### src/cms_pkg.sv
// Package for the CoAP message serializer: opcodes, codes, constants and shared types.
package cms_pkg;

  typedef enum logic [2:0] {
    OP_HEADER    = 3'd0,
    OP_TOKEN     = 3'd1,
    OP_OPT_START = 3'd2,
    OP_OPT_BYTE  = 3'd3,
    OP_PAY_START = 3'd4,
    OP_PAY_BYTE  = 3'd5,
    OP_FINISH    = 3'd6
  } opcode_t;

  localparam logic [1:0] ERR_NONE     = 2'd0;
  localparam logic [1:0] ERR_CAPACITY = 2'd1;
  localparam logic [1:0] ERR_ORDER    = 2'd2;

  localparam logic [15:0] CAP_RESET   = 16'd1024;
  localparam logic [15:0] EXT8_OFS    = 16'd13;
  localparam logic [15:0] EXT16_OFS   = 16'd269;
  localparam logic [15:0] EXT8_MAX    = 16'hFF + 16'd13;
  localparam logic [3:0]  NIB_EXT8    = 4'd13;
  localparam logic [3:0]  NIB_EXT16   = 4'd14;
  localparam logic [7:0]  PAY_MARKER  = 8'hFF;
  localparam logic [3:0]  MAX_TOKEN   = 4'd8;
  localparam logic [2:0]  HDR_BYTES   = 3'd4;
  localparam int          MAX_BYTES   = 5;

  typedef struct packed {
    logic [2:0]  opcode;
    logic [1:0]  version;
    logic [1:0]  message_type;
    logic [3:0]  token_length;
    logic [3:0]  token_supplied_length;
    logic [7:0]  code;
    logic [15:0] message_id;
    logic [15:0] option_number;
    logic [15:0] value_length;
    logic [7:0]  data_byte;
  } item_t;

  typedef struct packed {
    logic [15:0] prev_opt;
    logic [16:0] bytes_used;
    logic [1:0]  err;
  } enc_state_t;

  typedef struct packed {
    logic [MAX_BYTES-1:0][7:0] bytes;
    logic [2:0]                n;
    enc_state_t                nxt;
  } enc_result_t;

  // delta/length nibble of an option header byte
  function automatic logic [3:0] nibble_of(input logic [15:0] v);
    if (v < EXT8_OFS) begin
      return v[3:0];
    end else if (v <= EXT8_MAX) begin
      return NIB_EXT8;
    end
    return NIB_EXT16;
  endfunction

endpackage

### src/coap_message_serializer.sv
// Top level of the CoAP message serializer: input handshake, byte queue and output stage.
//
//  channel | direction | handshake          | payload
//  --------+-----------+--------------------+---------------------------------------------
//  input   | in        | in_valid/in_stall  | opcode, header fields, option fields, byte
//  output  | out       | out_valid/out_stall| out_byte, byte_valid, status, total_length, last
//  config  | in        | wr_en              | wr_data -> buffer_capacity
//
// An input word is encoded in the cycle it is accepted; its 1..5 result words then
// leave one per cycle from a small byte queue while out_stall is low; a word with no
// bytes leaves one status-only word. Byte streams run at one word per cycle without
// stalls, and a header holds the input until its result words have left. The next input
// word is taken in the cycle the last result word of the previous one is taken.
// Reset (rst, synchronous) empties the queue, clears the message state and sets
// buffer_capacity to 1024. A stalled output holds its word and stalls the input.
module coap_message_serializer (
  input  logic        clk,
  input  logic        rst,
  // input channel
  input  logic        in_valid,
  output logic        in_stall,
  input  logic [2:0]  opcode,
  input  logic [1:0]  version,
  input  logic [1:0]  message_type,
  input  logic [3:0]  token_length,
  input  logic [3:0]  token_supplied_length,
  input  logic [7:0]  code,
  input  logic [15:0] message_id,
  input  logic [15:0] option_number,
  input  logic [15:0] value_length,
  input  logic [7:0]  data_byte,
  // output channel
  output logic        out_valid,
  input  logic        out_stall,
  output logic [7:0]  out_byte,
  output logic        byte_valid,
  output logic [1:0]  status,
  output logic [15:0] total_length,
  output logic        last,
  // configuration
  input  logic        wr_en,
  input  logic [15:0] wr_data
);

  logic [15:0]          cap;
  cms_pkg::enc_state_t  st;
  cms_pkg::item_t       item;
  cms_pkg::enc_result_t res;

  // result queue: bytes of the current word, words left, read position
  logic [cms_pkg::MAX_BYTES-1:0][7:0] qbytes;
  logic [2:0]  rem;
  logic [2:0]  pos;
  logic        qhas;
  logic [1:0]  qstatus;
  logic [15:0] qtotal;

  logic accept;
  logic pop;

  assign item = '{opcode: opcode, version: version, message_type: message_type,
                  token_length: token_length,
                  token_supplied_length: token_supplied_length,
                  code: code, message_id: message_id,
                  option_number: option_number, value_length: value_length,
                  data_byte: data_byte};

  cms_encoder u_enc (
    .cap  (cap),
    .item (item),
    .st   (st),
    .res  (res)
  );

  assign out_valid = (rem != 3'd0);
  assign pop       = out_valid && !out_stall;
  // held during reset; free when empty, or when the final word leaves in this cycle
  assign in_stall  = rst || !((rem == 3'd0) || (rem == 3'd1 && !out_stall));
  assign accept    = in_valid && !in_stall;

  assign out_byte     = qbytes[pos];
  assign byte_valid   = qhas;
  assign status       = qstatus;
  assign total_length = qtotal;
  assign last         = (rem == 3'd1);

  always_ff @(posedge clk) begin
    if (rst) begin
      cap <= cms_pkg::CAP_RESET;
    end else if (wr_en) begin
      cap <= wr_data;
    end
  end

  always_ff @(posedge clk) begin
    if (rst) begin
      st  <= '0;
      rem <= '0;
      pos <= '0;
    end else if (accept) begin
      st  <= res.nxt;
      rem <= (res.n == 3'd0) ? 3'd1 : res.n;
      pos <= '0;
    end else if (pop) begin
      rem <= rem - 3'd1;
      pos <= pos + 3'd1;
    end
  end

  // payload of the queue, no reset
  always_ff @(posedge clk) begin
    if (accept) begin
      qbytes  <= res.bytes;
      qhas    <= (res.n != 3'd0);
      qstatus <= res.nxt.err;
      qtotal  <= res.nxt.bytes_used[15:0];
    end
  end

  // a taken word always produces output in the next cycle
  a_accept_fills: assert property (@(posedge clk) disable iff (rst)
    accept |=> out_valid)
    else $error("accepted word left no output");

  // a status-only word is a single result
  a_empty_is_last: assert property (@(posedge clk) disable iff (rst)
    out_valid && !byte_valid |-> last && pos == 3'd0)
    else $error("status-only result not marked last");

  // read position never runs past the queue
  a_pos_bound: assert property (@(posedge clk) disable iff (rst)
    out_valid |-> ({1'b0, pos} + {1'b0, rem}) <= 4'(cms_pkg::MAX_BYTES))
    else $error("queue position out of range");

  // a new word enters only while the last queued word leaves or the queue is empty
  a_no_overrun: assert property (@(posedge clk) disable iff (rst)
    accept && out_valid |-> last && !out_stall)
    else $error("input taken over pending results");

endmodule

### src/cms_encoder.sv
// Combinational encoder: one input word and the message state in, bytes and next state out.
module cms_encoder (
  input  logic [15:0]          cap,
  input  cms_pkg::item_t       item,
  input  cms_pkg::enc_state_t  st,
  output cms_pkg::enc_result_t res
);

  logic [15:0] delta;
  logic [3:0]  dn;
  logic [3:0]  ln;
  logic [15:0] d16;
  logic [15:0] l16;
  logic [2:0]  dext;
  logic [2:0]  lext;
  logic [2:0]  opt_n;
  logic [2:0]  lpos;
  logic [cms_pkg::MAX_BYTES-1:0][7:0] opt_bytes;
  logic [17:0] cap18;
  logic [17:0] opt_need;
  logic [17:0] pay_need;
  logic [17:0] one_need;
  logic [4:0]  hdr_need;

  assign delta = item.option_number - st.prev_opt;
  assign dn    = cms_pkg::nibble_of(delta);
  assign ln    = cms_pkg::nibble_of(item.value_length);
  assign d16   = delta - cms_pkg::EXT16_OFS;
  assign l16   = item.value_length - cms_pkg::EXT16_OFS;
  assign dext  = (dn == cms_pkg::NIB_EXT8) ? 3'd1 : (dn == cms_pkg::NIB_EXT16) ? 3'd2 : 3'd0;
  assign lext  = (ln == cms_pkg::NIB_EXT8) ? 3'd1 : (ln == cms_pkg::NIB_EXT16) ? 3'd2 : 3'd0;
  assign opt_n = 3'd1 + dext + lext;
  assign lpos  = 3'd1 + dext;

  assign cap18    = {2'b00, cap};
  assign opt_need = {1'b0, st.bytes_used} + {15'd0, opt_n} + {2'b00, item.value_length};
  assign pay_need = {1'b0, st.bytes_used} + 18'd1 + {2'b00, item.value_length};
  assign one_need = {1'b0, st.bytes_used} + 18'd1;
  assign hdr_need = {1'b0, item.token_length} + {2'b00, cms_pkg::HDR_BYTES};

  always_comb begin
    opt_bytes = '0;
    opt_bytes[0] = {dn, ln};
    if (dn == cms_pkg::NIB_EXT8) begin
      opt_bytes[1] = delta[7:0] - cms_pkg::EXT8_OFS[7:0];
    end else if (dn == cms_pkg::NIB_EXT16) begin
      opt_bytes[1] = d16[15:8];
      opt_bytes[2] = d16[7:0];
    end
    if (ln == cms_pkg::NIB_EXT8) begin
      opt_bytes[lpos] = item.value_length[7:0] - cms_pkg::EXT8_OFS[7:0];
    end else if (ln == cms_pkg::NIB_EXT16) begin
      opt_bytes[lpos]        = l16[15:8];
      opt_bytes[lpos + 3'd1] = l16[7:0];
    end
  end

  always_comb begin
    res       = '0;
    res.nxt   = st;
    if (cms_pkg::opcode_t'(item.opcode) == cms_pkg::OP_HEADER) begin
      res.nxt.err      = cms_pkg::ERR_NONE;
      res.nxt.prev_opt = '0;
      if ({11'd0, hdr_need} > cap) begin
        res.nxt.err = cms_pkg::ERR_CAPACITY;
      end else if (item.token_length > cms_pkg::MAX_TOKEN ||
                   (item.token_length != 4'd0 &&
                    item.token_length != item.token_supplied_length)) begin
        res.nxt.err = cms_pkg::ERR_ORDER;
      end else begin
        res.bytes[0] = {item.version, item.message_type, item.token_length};
        res.bytes[1] = item.code;
        res.bytes[2] = item.message_id[15:8];
        res.bytes[3] = item.message_id[7:0];
        res.n        = cms_pkg::HDR_BYTES;
      end
      res.nxt.bytes_used = {14'd0, res.n};
    end else if (st.err == cms_pkg::ERR_NONE) begin
      case (cms_pkg::opcode_t'(item.opcode))
        cms_pkg::OP_TOKEN, cms_pkg::OP_OPT_BYTE, cms_pkg::OP_PAY_BYTE: begin
          if (one_need > cap18) begin
            res.nxt.err = cms_pkg::ERR_CAPACITY;
          end else begin
            res.bytes[0] = item.data_byte;
            res.n        = 3'd1;
          end
        end
        cms_pkg::OP_OPT_START: begin
          if (item.option_number < st.prev_opt) begin
            res.nxt.err = cms_pkg::ERR_ORDER;
          end else if (opt_need > cap18) begin
            res.nxt.err = cms_pkg::ERR_CAPACITY;
          end else begin
            res.bytes        = opt_bytes;
            res.n            = opt_n;
            res.nxt.prev_opt = item.option_number;
          end
        end
        cms_pkg::OP_PAY_START: begin
          if (item.value_length != 16'd0) begin
            if (pay_need > cap18) begin
              res.nxt.err = cms_pkg::ERR_CAPACITY;
            end else begin
              res.bytes[0] = cms_pkg::PAY_MARKER;
              res.n        = 3'd1;
            end
          end
        end
        default: begin
          // finish and the unused code: status only
        end
      endcase
      res.nxt.bytes_used = st.bytes_used + {14'd0, res.n};
    end
  end

endmodule

### config.mk
export PLATFORM = sky130hd
export DESIGN_NAME = coap_message_serializer
export DESIGN_NICKNAME = d
export VERILOG_FILES = /design/src/cms_pkg.sv /design/src/coap_message_serializer.sv /design/src/cms_encoder.sv
export SDC_FILE = /design/constraint.sdc
export NUM_CORES = 1
export LEC_CHECK = 0
export BUFFER_PORTS_ARGS = -buffer_cell sky130_fd_sc_hd__buf_2
export CORE_UTILIZATION = 34
export DETAILED_ROUTE_END_ITERATION = 7
export GPL_TIMING_DRIVEN = 0
export SYNTH_ARGS = -nofsm -noshare
export SYNTH_HDL_FRONTEND = slang
export SYNTH_SLANG_ARGS = --single-unit
### constraint.sdc
create_clock -name clk -period 27.1 [get_ports clk]
set_input_delay 2.71 -clock clk [delete_from_list [all_inputs] [get_ports clk]]
set_output_delay 2.71 -clock clk [all_outputs]
set_load 0.01 [all_outputs]
# Word-level counts from Yosys, hierarchy flattened
# Index checks and enable logic that the tools add are counted.
# W data, S select, Z words.
[word_totals]
ff_bits = 116
out_inout_bits = 30
word_cells = 142
[op_classes]
add_sub_neg = 16
n_lt_le_gt_ge = 15
n_eq_ne = 13
muxes = 53
bitwise = 2
n_reduce_logical = 28
[op_table]
columns = ["op", "count"]
rows = [
  ["$mux W70", 2],
  ["$bwmux W40", 3],
  ["$mux W51", 2],
  ["$mux W40", 2],
  ["$mux W35", 2],
  ["$mux W11", 5],
  ["$gt A18 B16 Y1", 3],
  ["$demux W8 S3", 2],
  ["$mux W8", 5],
  ["$add A18 B16 Y18", 2],
  ["$pmux W11 S3", 1],
  ["$le A16 B9 Y1 const B", 2],
  ["$lt A16 B4 Y1 const B", 2],
  ["$mux W16", 2],
  ["$sub A16 B9 Y16 const B", 2],
  ["$bmux W8 S3", 1],
  ["$mux W24", 1],
  ["$mux W4", 6],
  ["$add A17 B1 Y18 const B", 1],
  ["$add A17 B3 Y18", 1],
  ["$mux W2", 9],
  ["$add A17 B3 Y17", 1],
  ["$eq A4 B4 Y1 const B", 4],
  ["$gt A5 B16 Y1", 1],
  ["34 further kinds", 65],
]

# Logic depth before layout (Yosys ltp)
# Gate-level depths: netlist (run 1).
[logic_depth]
ltp_word = 28
ltp_mapped = 49

# Modules after synthesis
# Synthesis (run 1) repeated with hierarchy kept, for this count alone.
[unflattened]
hier_cells = 1366
area_unflattened_um2 = 11681.2
[by_module_without_submodules]
columns = ["module", "n_inst", "cells_each", "area_per_inst_um2", "seq_area_each_um2"]
rows = [
  ["cms_encoder", 1, 1054, 7252.0, 0.0],
  ["coap_message_serializer", 1, 312, 4429.2, 2912.8],
]

# Worst setup path before layout (run 1)
# OpenSTA, ideal clock, no wires.
[synth_path]
path_type = "input to register"
start = "input option_number[0]"
end = "register, netlist name st[15]"
arrival_ns = 11.750
required_ns = 26.984
slack_ns = 15.234
path_stages = 46
cell_sequence = "inv_1 -> ha_1 -> inv_1 -> fa_1 -> a211oi_2 -> o21bai_1 -> a21oi_1 -> xor2_1 -> a41oi_1 -> a21oi_2 -> nand2_1 -> buf_2 -> buf_2 -> ha_1 -> fa_1 -> fa_1 -> ha_1 -> inv_1 -> (+10 left out) -> o21ai_0 -> a21oi_1 -> or4b_2 -> a21oi_1 -> and3b_1 -> buf_4 -> and2_1 -> ha_1 -> a21o_1 -> a21oi_1 -> nor2_1 -> and3_1 -> and3_1 -> and3_1 -> nand3_1 -> xor2_1 -> nor3_1 -> a31o_2"
[synth_between]
elab_chain_cells = 21
elab_cells_between_ends = 25
classes_between = "add/sub (6); order compare (4); eq/ne (2); mux (13)"
[synth_lines]
columns = ["item", "line", "text"]
rows = [
  ["start, declared", "coap_message_serializer.sv:29", "input logic [15:0] option_number,"],
  ["$sub A16 B16 Y16", "cms_encoder.sv:25", "assign delta = item.option_number - st.prev_opt;"],
  ["$le A16 B9 Y1", "cms_pkg.sv:58", "end else if (v <= EXT8_MAX) begin"],
  ["$mux W1", "cms_pkg.sv:58", ""],
  ["$mux W1", "cms_pkg.sv:56", "if (v < EXT8_OFS) begin"],
  ["$mux W4", "cms_pkg.sv:61", "return NIB_EXT16;"],
  ["$eq A4 B4 Y1", "cms_encoder.sv:30", "assign dext = (dn == cms_pkg::NIB_EXT8) ? 3'd1 : (dn == cms_pkg::NIB_EXT16) ? 3'd2 : 3'd0;"],
  ["$mux W2", "cms_encoder.sv:30", ""],
  ["$mux W3", "cms_encoder.sv:30", ""],
  ["(+5 left out)", "--", ""],
  ["$mux W51", "cms_encoder.sv:91", "end else if (opt_need > cap18) begin"],
  ["$mux W51 *", "cms_encoder.sv:89", "if (item.option_number < st.prev_opt) begin"],
  ["$pmux W11 S3 *", "cms_encoder.sv:79", "case (cms_pkg::opcode_t'(item.opcode))"],
  ["$mux W11 *", "cms_encoder.sv:78", "end else if (st.err == cms_pkg::ERR_NONE) begin"],
  ["$mux W11 *", "cms_encoder.sv:61", "if (cms_pkg::opcode_t'(item.opcode) == cms_pkg::OP_HEADER) begin"],
  ["$add A17 B3 Y17 *", "cms_encoder.sv:113", "res.nxt.bytes_used = st.bytes_used + {14'd0, res.n};"],
  ["$mux W70 *", "cms_encoder.sv:78", ""],
  ["$mux W70 *", "cms_encoder.sv:61", ""],
]
# Mark *: on every way between the ends. The rest lies on a longest branch, timed or not. The select of a mux whose other input is x is not followed.
# A chain may end at the register's enable or synchronous reset.

# Final worst setup path (run 1)
[layout_path]
start = "input option_number[0]"
end = "register, netlist name st[17]"
[layout_between]
elab_chain_cells = 21
elab_cells_between_ends = 25
classes_between = "add/sub (6); order compare (4); eq/ne (2); mux (13)"
[layout_lines]
columns = ["item", "line"]
rows = [
  ["$sub A16 B16 Y16", "cms_encoder.sv:25"],
  ["$le A16 B9 Y1", "cms_pkg.sv:58"],
  ["$mux W1", "cms_pkg.sv:58"],
  ["$mux W1", "cms_pkg.sv:56"],
  ["$mux W4", "cms_pkg.sv:61"],
  ["$eq A4 B4 Y1", "cms_encoder.sv:30"],
  ["$mux W2", "cms_encoder.sv:30"],
  ["$mux W3", "cms_encoder.sv:30"],
  ["(+5 left out)", "--"],
  ["$mux W51", "cms_encoder.sv:91"],
  ["$mux W51 *", "cms_encoder.sv:89"],
  ["$pmux W11 S3 *", "cms_encoder.sv:79"],
  ["$mux W11 *", "cms_encoder.sv:78"],
  ["$mux W11 *", "cms_encoder.sv:61"],
  ["$add A17 B3 Y17 *", "cms_encoder.sv:113"],
  ["$mux W70 *", "cms_encoder.sv:78"],
  ["$mux W70 *", "cms_encoder.sv:61"],
]
# Marked as above.

==> results of run 1 <==
## flip-flops by register name, indices dropped and copies added (netlist names)
signal        cells
status            2
total_length     16
rem               3
pos               3
byte_valid        1
qbytes           40
st               35
cap              16
## kinds of logic after synthesis
logic type	count (synthesis)	synth area share [%]
mux	49	4.763
fa+ha+maj	138	15.78
simple gates	456	19.55
xor+xnor	99	7.724
buf+inv	126	4.630
compound gates	363	21.83
flops	116	25.72
## Yosys cell counts (all sizes together) (17+ instances only)
master and instances:
o22ai 24, clkbuf 33, nor3 36, nand3 51, nand2 121, a21o 31
nor2 133, buf 23, mux2i 34, dfxtp 57, edfxtp 59, inv 70
o21ai 73, xor2 39, xnor2 60, a21oi 87, ha 130, nand2b 17
## worst max-delay path, delay by kind of cell
family / cells / cell delay, ns
buffers and inverters: 7 / 0.93
XOR/XNOR: 2 / 0.58
AND/OR/NAND/NOR: 13 / 2.52
adder cells (fa/ha/maj): 9 / 2.96
AO/OA/AOI/OAI: 16 / 3.77
## metrics by stage
stage / instance area (um2) / utilization [%]
3_3_place_gp: 12500 / 38.33
4_1_cts: 13180 / 40.40
2_1_floorplan: 11320 / -
5_1_grt: 13180 / 40.40
6_report: 13180 / 40.40
3_5_place_dp: 12520 / 38.39
## final timing paths
kind                       start                  end  slack (ns)  cells past startpoint
max             option_number[0]  st[17]$_SDFFE_PP0P_       13.95                     47
min reg2reg  st[19]$_SDFFE_PP0P_  st[19]$_SDFFE_PP0P_        0.48                      2
min          st[19]$_SDFFE_PP0P_  st[19]$_SDFFE_PP0P_        0.48                      2
max reg2reg  st[19]$_SDFFE_PP0P_  st[17]$_SDFFE_PP0P_       16.07                     45
## cell type report
class                   count  area, um2
inverters                  70      262.8
plain buffers              56      262.8
clock inverters            14      224.0
clock buffers              18      429.2
fillers                  3320      19440
well taps                 442      553.0
flip-flops and latches    116       2913
multi-input cells        1105       7886
repair buffers            126      645.6
## routing by layer
metal  global-route usage (%)  vias to the layer above  wire (um)
met4                    9.000                        0       1202
met1                    31.34                     5001      17890
met2                    34.37                      361      16150
met3                    3.181                       60       2080
li1                         -                     5227          -
met5                        0                        -          0
## report_power, final
part	total [uW]	internal [uW]	switching (uW)	leakage [uW]
Combinational	217	80.5	137	0.00426
Clock	261	165	96.5	0.000316
Sequential	217	210	7.71	0.00103
Total	696	455	241	0.00560
==> metrics.txt, run 1 <==
row count 66; global-route wire length before repair 58080 um; largest net degree at the start of global routing 43; share of layout cells above drive strength 1 15.81%; Ports 130; worst slack, placed 13.54 ns; Synth top area share 15.65%; DP Wirelength 30060 um; Avg Cell Area, Syn 8.406 um2; crit-path most repeated cell ha_1; register bit count reported by yosys 116; CP max-delay cell or4b_2; register area share after synthesis 25.72%; status completed; fin crit period 13.15 ns; Worst-path clk slew 0.06 ns; Max-cap violations 0; Setup Fix Bufs, Post-CTS 0; worst vdd ir 0.03197 mV; antenna fix cells 0; post-route setup slack 13.95 ns; Core ar. 32620 um2; Post-Syn Area 11320 um2; die area 34040 um2; drt wl/cell 19.17 um; highest cell delay on the worst timing path 0.72 ns; fin nets 1730; WHS 0.4828 ns; GR Overflow Total 0; CTS Hold Bufs 0; Tcrit/Tclk final 48.52%; Leak 0.005604 uW; Synth async-reset ratio 0%; CTS buffer count 17; CP startpoint kind primary input; CP Capture Type register; P&R area growth vs syn 16.36%; 1st-iter DRT viols 783; Max Freq 76.06 MHz; # resized after CTS 0; Critical Path AT 13.47 ns; vias in the first global route 10400; DIE WIDTH 184.5 um; gpl congestion 0.9389; Syn Inst Count 1347; clk_lat worst skew 0.43 ns; crit-path max FO 10; commonest cells after routing, fill and taps aside 140 x buf_2, 130 x ha_1, 129 x nor2_1, 119 x nand2_1, 84 x a21oi_1; via count 10650; final antenna-violating net count 0; clock root cell clkbuf_16; TritonRoute pass-1 iters 5; power per cell area 52.83 nW/um2; Power Total 696.1 uW; H-Tree Depth 4; die height 184.5 um; synth warn 0; final hold vios 0; fin. max-slew vios 0; Max Clock Skew 0.01410 ns; CTS Sinks 116; Post-Syn Nets 1585; Initial Util 34.71%; Remaining DRCs 0; # port buffers 125; routed vias/inst 5.469; initial antenna violation count 0; worst hold path class reg2reg; most common cell after layout, fill and taps aside buf_2; unrepaired setup endpoints after global routing no; gr usage total 22.39%; Main synth FF type edfxtp_1; Worst EP required 27.42 ns; DP Cell Count 1915; Post-Route Setup TNS 0 ns; Worst-Margin Slew 0.9166 ns; Post-synth EDFFs 59; Post-Route WL 37330 um; Yosys top cell by area edfxtp_1; Rel. slew slack 38.33%; Final setup viols 0; TritonCTS clock tree yes; Max clock buf depth 2; Crit Path Category in2reg; largest cells by area after synthesis edfxtp_1 16%, ha_1 14%, dfxtp_1 10%; Final Non-Filler Cells 1947; Synth cell types 88
(Power assumes the default switching activity.)
==> inputs of run 2 (changes only) <==
Settings changed: ABC_AREA set to 1.
Clock period 27.1 ns to 13 ns, I/O delays scaled along.
==> metrics.txt, run 2 <==
Worst-Margin Slew 0.9452 ns (was 0.9166 ns); drt wl/cell 16.97 um (was 19.17 um); Worst Reg-to-Reg Cells 60 (was 45); Largest register FFs 40 (unchanged); Initial Util 34.82% (was 34.71%); unrepaired setup endpoints after global routing no (unchanged); Max Clock Skew 0.01350 ns (was 0.01410 ns); CTS buffer count 17 (unchanged); final antenna-violating net count 0 (unchanged); GRT met3 Usage 3.073% (was 3.181%); TritonCTS clock tree yes (unchanged); commonest cells after routing, fill and taps aside 453 x nand2_1, 271 x inv_1, 145 x buf_2, 142 x a21oi_1, 140 x nand3_1 (was 140 x buf_2, 130 x ha_1, 129 x nor2_1, 119 x nand2_1, 84 x a21oi_1); largest register by flop count qbytes (unchanged); CP Capture Type register (unchanged); Leak 0.006955 uW (was 0.005604 uW); share of layout cells above drive strength 1 10.71% (was 15.81%); routed vias/inst 5.180 (was 5.469); worst hold path class reg2reg (unchanged); Max-cap violations 0 (unchanged); Synth async-reset ratio 0% (unchanged); synth warn 0 (unchanged); vias in the first global route 11620 (was 10400); Max clock buf depth 2 (unchanged); TritonRoute pass-1 iters 6 (was 5); Critical Path End st[15]$_SDFFE_PP0P_ (was st[17]$_SDFFE_PP0P_); DIE WIDTH 190.8 um (was 184.5 um); WP depth 62 (was 47); fin crit period 10.64 ns; Post-Syn Nets 2057 (was 1585); Core ar. 34800 um2 (was 32620 um2); Setup Fix Bufs, Post-CTS 0 (unchanged); die height 190.8 um (was 184.5 um); Syn Inst Count 1819 (was 1347); H-Tree Depth 4 (unchanged); # resized after CTS 0 (unchanged); DP Wirelength 34140 um (was 30060 um); gr usage total 23.00% (was 22.39%); worst vdd ir 0.09180 mV (was 0.03197 mV); largest cells by area after synthesis edfxtp_1 15%, nand2_1 14%, ha_1 13% (was edfxtp_1 16%, ha_1 14%, dfxtp_1 10%); Crit Path Category in2reg (unchanged); Final setup viols 0 (unchanged); crit-path most repeated cell nand2_1 (was ha_1); most common cell after layout, fill and taps aside nand2_1 (was buf_2); # port buffers 129 (was 125); global-route wire length before repair 64070 um (was 58080 um); crit-path max FO 10 (unchanged); Post-synth EDFFs 59 (unchanged); # fillers 3716 (was 3320); row count 68 (was 66); origin of the critical flop-to-flop path st[19]$_SDFFE_PP0P_ (unchanged); Main synth FF type edfxtp_1 (unchanged); GR peak layer met2 (unchanged); initial antenna violation count 3 (was 0); final hold vios 0 (unchanged); CP startpoint kind primary input (unchanged); register bit count reported by yosys 116 (unchanged); Avg Cell Area, Syn 6.660 um2 (was 8.406 um2); Post-Syn Area 12120 um2 (was 11320 um2); fin. max-slew vios 0 (unchanged); clk_lat worst skew 0.44 ns (was 0.43 ns); power per cell area 105.4 nW/um2 (was 52.83 nW/um2); CTS Hold Bufs 0 (unchanged); met1 usage 32.84% (was 31.34%); R2R Setup Slk 3.04 ns (was 16.07 ns); Worst-path clk slew 0.06 ns (about the same); P&R area growth vs syn 15.28% (was 16.36%); area taken by multi-input logic gates 7929 um2 (was 7886 um2); register area share after synthesis 24.04% (was 25.72%); met2 Track Usage GR 35.42% (was 34.37%); Rel. slew slack 36.40% (was 38.33%); CTS Sinks 116 (unchanged); Max Freq 93.95 MHz; Synth top area share 14.62% (was 15.65%); Yosys top cell by area edfxtp_1 (unchanged); 1st-iter DRT viols 867 (was 783); gpl congestion 0.9303 (was 0.9389); Tcrit/Tclk final 81.88%; Post-Route WL 41330 um (was 37330 um); Reg area 2913 um2 (unchanged); status completed (unchanged); largest net degree at the start of global routing 69 (was 43); CP max-delay cell fa_1 (was or4b_2); launch point of the worst path option_number[0] (unchanged); Remaining DRCs 0 (unchanged); GR Overflow Total 0 (unchanged); via count 12620 (was 10650); RR Endpoint st[15]$_SDFFE_PP0P_ (was st[17]$_SDFFE_PP0P_); fin nets 2205 (was 1730); Critical Path AT 10.95 ns (was 13.47 ns); clock root cell clkbuf_16 (unchanged); most numerous cell in the Yosys netlist nand2_1 (was ha_1); Largest regs qbytes x40, st x35 (unchanged); Synth cell types 52 (was 88); CP top delay family simple AND/OR/NAND/NOR gates (was compound AO/OA/AOI/OAI gates); die area 36390 um2 (was 34040 um2); highest cell delay on the worst timing path 0.52 ns (was 0.72 ns); Ports 130 (unchanged); Buf/Inv on CP 11 (was 7); Post-Route Setup TNS 0 ns (unchanged); Placed Area 13330 um2 (was 12520 um2); Worst EP required 13.30 ns (was 27.42 ns); post-route cell area 13970 um2 (was 13180 um2); synth cell count leaders 453 x nand2_1, 271 x inv_1, 142 x a21oi_1 (was 130 x ha_1, 129 x nor2_1, 119 x nand2_1)
==> run 2: changes by cell type after synthesis, moves of 16 or more <==
cell / before / now
nand2_1: 119 / 453
inv_1: 69 / 271
nand3_1: 51 / 140
a21oi_1: 84 / 142
o21ai_0: 63 / 116
xnor2_1: 59 / 13
nand4_1: 10 / 53
mux2i_1: 34 / 0
a21o_1: 31 / 3
o22ai_1: 23 / 0
xor2_1: 39 / 58
nand2b_1: 16 / 0
==> run 2: worst register-to-register path: cells and delay by family (launching register included) <==
kind / cells / cell delay (ns)
DFF: 1 / 0.34
AOI/OAI and AO/OA: 8 / 1.43
buffers and inverters: 9 / 0.87
adders and majority gates: 9 / 2.97
and+or+nand+nor: 33 / 4.00
xor gates and xnor gates: 1 / 0.19
==> run 2: cell type report <==
| type | instances | share of cell area [%] |
|---|---|---|
| Clock inverter | 9 | 0.7883 |
| Multi-Input combinational cell | 1374 | 56.77 |
| Antenna cell | 1 | 0.01792 |
| Sequential cell | 116 | 20.85 |
| Tap cell | 455 | 4.076 |
| Timing Repair Buffer | 129 | 4.622 |
| Buffer | 49 | 1.621 |
| Clock buffer | 23 | 3.727 |
| Inverter | 280 | 7.525 |
==> run 2: logic make-up after synthesis <==
family                   Yosys count  synth area share (%)
XOR/XNOR                          71                 5.133
flip-flops                       116                 24.04
AND/OR/NAND/NOR                  835                 30.34
AO/OA/AOI/OAI                    330                 15.22
buffers and inverters            329                 10.51
adder cells (fa/ha/maj)          138                 14.75
==> run 2: worst min-delay path by stage <==
stage / from / cells past startpoint / to
CTS: st[19]$_SDFFE_PP0P_ / 2 / st[19]$_SDFFE_PP0P_
global route: st[23]$_SDFFE_PP0P_ / 2 / st[23]$_SDFFE_PP0P_
detailed placement: st[24]$_SDFFE_PP0P_ / 2 / st[24]$_SDFFE_PP0P_
finish: st[23]$_SDFFE_PP0P_ / 2 / st[23]$_SDFFE_PP0P_
floorplan: st[19]$_SDFFE_PP0P_ / 2 / st[19]$_SDFFE_PP0P_
global placement: st[19]$_SDFFE_PP0P_ / 2 / st[19]$_SDFFE_PP0P_
==> run 2: per-stage QoR <==
| step | power [uW] | instances | utilization [%] | worst slack, ns | hold slack [ns] |
|---|---|---|---|---|---|
| 3_3_place_gp | 966.9 | 2403 | 38.31 | 2.072 | 0.4504 |
| 2_1_floorplan | 806.6 | 1819 | - | 3.841 | 0.4342 |
| 4_1_cts | 1476 | 2435 | 40.13 | 2.419 | 0.4691 |
| 5_1_grt | 1563 | 2435 | 40.13 | 1.380 | 0.4867 |
| 6_report | 1472 | 2436 | 40.14 | 2.356 | 0.4647 |
| 3_5_place_dp | 970.8 | 2403 | 38.32 | 1.988 | 0.4583 |
==> run 2: per-layer routing <==
layer / vias up / share of wire (%)
met4: 4 / 2.1
met2: 377 / 43
met3: 50 / 6.0
met1: 5821 / 49
li1: 6367 / -
met5: - / 0.048
==> run 2: report_power, final <==
part / switching (uW) / leakage [uW] / internal (uW)
clock network: 183 / 0.000311 / 321
logic: 341 / 0.00562 / 174
registers: 16.6 / 0.00103 / 436
